===== src/rtl/dht_pkg.sv =====
// ----------------------------------------------------------------------------
// dht_pkg
// types, codes and sizing constants shared by the hash table engine
// ----------------------------------------------------------------------------
package dht_pkg;

    localparam int unsigned SLOT_COUNT_DEF = 1021;
    localparam int unsigned KEY_W  = 31;
    localparam int unsigned DATA_W = 32;
    localparam int unsigned SIZE_W = 16;

    typedef enum logic [1:0] {
        OP_INSERT = 2'd0,
        OP_LOOKUP = 2'd1,
        OP_REMOVE = 2'd2,
        OP_NONE   = 2'd3
    } t_op;

    typedef enum logic [1:0] {
        ST_OK       = 2'd0,
        ST_NOTFOUND = 2'd1,
        ST_FULL     = 2'd2,
        ST_RSVD     = 2'd3
    } t_status;

    typedef struct packed {
        logic [1:0]        operation;
        logic [KEY_W-1:0]  key;
        logic [DATA_W-1:0] data_value;
        logic [SIZE_W-1:0] data_size;
    } t_cmd;

    typedef struct packed {
        logic [1:0]        status;
        logic [DATA_W-1:0] data_out;
        logic [SIZE_W-1:0] size_out;
    } t_rsp;

    typedef enum logic [3:0] {
        S_CLEAR,
        S_IDLE,
        S_MOD,
        S_READ,
        S_CHECK,
        S_WRITE,
        S_DONE
    } t_state;

endpackage


===== src/rtl/dht_modred.sv =====
// ----------------------------------------------------------------------------
// dht_modred
// remainder of a key by a constant modulus via reciprocal multiply
// ----------------------------------------------------------------------------
module dht_modred #(
    parameter int unsigned MODULUS = 1021,
    parameter int unsigned RW      = 10
) (
    input  logic                   i_clk,
    input  logic                   i_rst_n,
    input  logic                   i_start,
    input  logic [dht_pkg::KEY_W-1:0] i_key,
    output logic                   o_done,
    output logic [RW-1:0]          o_rem
);
    import dht_pkg::*;

    // quotient estimate from floor(2^QS / MODULUS) is low by at most one
    localparam int unsigned MW = $clog2(MODULUS);
    localparam int unsigned QS = KEY_W + MW;
    localparam int unsigned PW = 2 * KEY_W + 1;
    localparam logic [KEY_W:0] RECIP = (KEY_W+1)'((64'd1 << QS) / 64'(MODULUS));

    logic [KEY_W-1:0] r_key;
    logic [KEY_W-1:0] r_q;
    logic [RW:0]      r_rem;
    logic [2:0]       r_v;
    logic [PW-1:0]    w_prod;
    logic [RW:0]      w_sub;

    // quotient estimate
    assign w_prod = PW'(r_key) * PW'(RECIP);

    // final correction, remainder is below twice the modulus
    assign w_sub  = r_rem - (RW+1)'(MODULUS);
    assign o_rem  = (r_rem >= (RW+1)'(MODULUS)) ? w_sub[RW-1:0] : r_rem[RW-1:0];
    assign o_done = r_v[2];

    always_ff @(posedge i_clk) begin
        if (!i_rst_n) begin
            r_v <= '0;
        end else begin
            r_v <= {r_v[1:0], i_start};
        end
        if (i_start) r_key <= i_key;
        r_q   <= KEY_W'(w_prod >> QS);
        r_rem <= (RW+1)'(r_key - r_q * KEY_W'(MODULUS));
    end

endmodule


===== config.mk =====
export PLATFORM = sky130hd
export DESIGN_NAME = dht_modred
export DESIGN_NICKNAME = d
export VERILOG_FILES = /design/src/rtl/dht_pkg.sv /design/src/rtl/dht_modred.sv
export SDC_FILE = /design/constraint.sdc
export NUM_CORES = 1
export LEC_CHECK = 0
export ABC_AREA = 1
export BUFFER_PORTS_ARGS = -buffer_cell sky130_fd_sc_hd__buf_2
export CAP_MARGIN = 20
export CORE_MARGIN = 2
export CORE_UTILIZATION = 60
export DETAILED_ROUTE_END_ITERATION = 16
export GPL_ROUTABILITY_DRIVEN = 0
export PLACE_DENSITY_LB_ADDON = 0.3
export SLEW_MARGIN = 20
export SYNTH_ARGS = -nofsm -noshare
export SYNTH_HDL_FRONTEND = slang
export SYNTH_SLANG_ARGS = --single-unit

===== constraint.sdc =====
create_clock -name i_clk -period 5.4 [get_ports i_clk]
set_clock_uncertainty 0.05 [all_clocks]
set_input_delay 1.08 -clock i_clk [delete_from_list [all_inputs] [get_ports i_clk]]
set_output_delay 1.08 -clock i_clk [all_outputs]
set_load 0.02 [all_outputs]

==> results.sh <==
export IMPL_status="finished with violations"
export IMPL_violations="negative setup slack"
export IMPL_finalWorstSetupSlack_ps=-4.74
export IMPL_drive_gt1_frac=0.164
export IMPL_drc=0
export IMPL_antenna_found_initial=1
export IMPL_drt_first_pass_iters=5
export IMPL_fin_nets=2650
export IMPL_pin_count=45
export IMPL_hold_class="reg2reg"
export IMPL_r2r_cells=23
export IMPL_dp_hpwl_um=32500
export IMPL_synth_seq_area_share=0.0940
export IMPL_synthTopCellsByArea="ha_1 30%, fa_1 25%, inv_1 15%, nand2_1 9.9%, edfxtp_1 6.1%"
export IMPL_cts_buffers=5
export IMPL_setup_worst_path_start="r_key[9]"
export IMPL_fin_crit_sh=1.00
export IMPL_grt_max_degree=33
export IMPL_report_final_slew_viol_count=0
export IMPL_critPathLaunchType="flip-flop"
export IMPL_grt_pass1_vias=12500
export IMPL_wl_per_cell_um=17.0
export IMPL_path_class="reg2reg"
export IMPL_antenna_cells=0
export IMPL_finalSetupViolations=1
export IMPL_final_common_cell="inv_1"
export IMPL_wirelength_um=40600
export IMPL_place_area_sq_um=16300
export IMPL_synth_top_area_frac=0.302
export IMPL_reg2reg_to="r_q[3]"
export IMPL_worst_slew_margin_rel=0.328
export IMPL_ys_ff_latch=56
export IMPL_dieArea_sq_um=26700
export IMPL_row_count=58
export IMPL_core_area_sq_um=25000
export IMPL_drt_iter0_markers=898
export IMPL_final_core_util=0.708
export IMPL_critPathMaxFanout=3
export IMPL_cp_required_ps=5610
export IMPL_synth_avg_cell_area_sq_um=7.97
export IMPL_synth_area_sq_um=15200
export IMPL_clockBufferDepth=2
export IMPL_worst_slew_pin_slew_ps=1010
export IMPL_die_y_um=163
export IMPL_vias_per_cell=5.24
export IMPL_cts_clk_slew_worst_paths_ps=100
export IMPL_htreeDepth=2
export IMPL_postRouteAntennaNets=0
export IMPL_layout_common_cells="598 x inv_1, 361 x nand2_1, 324 x ha_1"
export IMPL_syn2layout_area_growth_pct=16.3
export IMPL_cts_tree="built"
export IMPL_cts_num_sinks=56
export IMPL_reg2reg_setup_slack_ps=-5
export IMPL_arrival_ps=5620
export IMPL_portBuffers=44
export IMPL_maxCapViolations=0
export IMPL_syn_nets=2503
export IMPL_ys_warn_count=0
export IMPL_vias=12500
export IMPL_hold_viol=0
export IMPL_rr_startpoint="r_key[9]"
export IMPL_cts_root_buf="clkbuf_16"
export IMPL_start_util=0.608
export IMPL_die_x_um=163
export IMPL_grt_ovfl_total=0
export IMPL_cts_hold_buf=0
export IMPL_track_usage=0.303
export IMPL_fillCellCount=1839
export IMPL_yosysUniqueCellTypes=34
export IMPL_crit_end="r_q[3]"
export IMPL_yosys_area_top_type="ha_1"
export IMPL_rsz0062_at_grt="yes"
export IMPL_stdcell_area_sq_um=17700
export IMPL_cp_end_kind="flip-flop"
export IMPL_fmax_mhz=185
export IMPL_period_needed_ps=5400
export IMPL_clk_latency_ps=330
export IMPL_syn_inst=1910
export IMPL_grt_pass1_wl_um=61800
==> state kept, by name, summed over array words and instances (netlist names) <==
register and count:
r_key 31, r_q 11, r_rem 11, r_v 3
==> area by class of cell <==
cell class | instances | area (sq um) | share of cell area
clock inverter | 2 | 20.0 | 0.00113
multi-input combinational | 1220 | 12300 | 0.696
clock buffer | 6 | 150 | 0.00847
sequential | 56 | 1430 | 0.0808
tap | 330 | 413 | 0.0233
inverter | 633 | 2380 | 0.134
timing repair buffer | 141 | 996 | 0.0562
==> worst min path at each step <==
stage | from | end | slack (ps) | depth (start not counted)
2_1_floorplan | r_v[0] | r_v[1] | 340 | 2
3_3_place_gp | r_v[0] | r_v[1] | 340 | 2
3_5_place_dp | r_v[0] | r_v[1] | 350 | 2
4_1_cts | r_v[0] | r_v[1] | 380 | 2
5_1_grt | r_v[1] | r_v[2] | 390 | 2
6_report | r_v[0] | r_v[1] | 370 | 2
==> cells by family after synthesis <==
group | synth area share
fa+ha+maj | 0.553
simple gates | 0.156
flops | 0.0940
compound gates | 0.0232
xor+xnor | 0.0172
buf+inv | 0.156
==> timing repair <==
| item | CTS | global route |
|---|---|---|
| setup endpoints to repair | 11 | 11 |
| setup buffers | 11 | 27 |
| gates resized for setup | 33 | 164 |
| gates cloned | 0 | 0 |
| pin swaps | 20 | 126 |
==> stage by stage <==
stage          hold slack [ps]  setup TNS, ps  worst slack (ps)  instances
2_1_floorplan              336              0               127       1910
3_3_place_gp               343          -1100              -164       2342
3_5_place_dp               350          -1480              -188       2342
4_1_cts                    376              0              1.81       2361
5_1_grt                    391           -905              -113       2388
6_report                   372          -4.74             -4.74       2388
==> layer usage <==
layer	part of all wire	wire, um	track usage	vias up
li1	-	-	-	5967
met1	0.39	16000	0.384	5972
met2	0.48	19300	0.512	443
met3	0.076	3070	0.0576	132
met4	0.053	2160	0.121	0
met5	0	0	0	-
==> critical path, stage by stage (launching register included) <==
cell and delay, ps:
edfxtp_1 510, ha_1 350, ha_1 300, ha_2 190
fa_1 530, inv_1 60, fa_1 500, inv_1 60
fa_1 430, fa_1 510, inv_1 80, fa_1 540
inv_2 70, ha_4 320, nand2_1 110, nand2_2 80
nand2_1 50, nand2_1 90, inv_1 70, a21boi_1 170
nor2_2 70, nand3_1 90, nand2_1 50, nand2_1 70
==> synth_stat cells (all sizes together) <==
| library cell | count |
|---|---|
| nand3 | 40 |
| inv | 633 |
| a211oi | 1 |
| ha | 368 |
| a21oi | 36 |
| fa | 191 |
| dfxtp | 25 |
| edfxtp | 31 |
| xnor2 | 10 |
| o2111ai | 1 |
| nor3 | 13 |
| clkbuf | 1 |
| and2 | 3 |
| xor2 | 20 |
| o21a | 2 |
| nor4 | 2 |
| a31oi | 2 |
| a21boi | 2 |
| nand2 | 414 |
| a21o | 1 |
| nand4 | 16 |
| o21ai | 11 |
| nor2 | 77 |
| nand3b | 3 |
| or2 | 1 |
| o21bai | 6 |
Power is left out: the tool's default activity adds up to more than one toggle a clock period on the data nets, which glitch-free logic cannot reach.
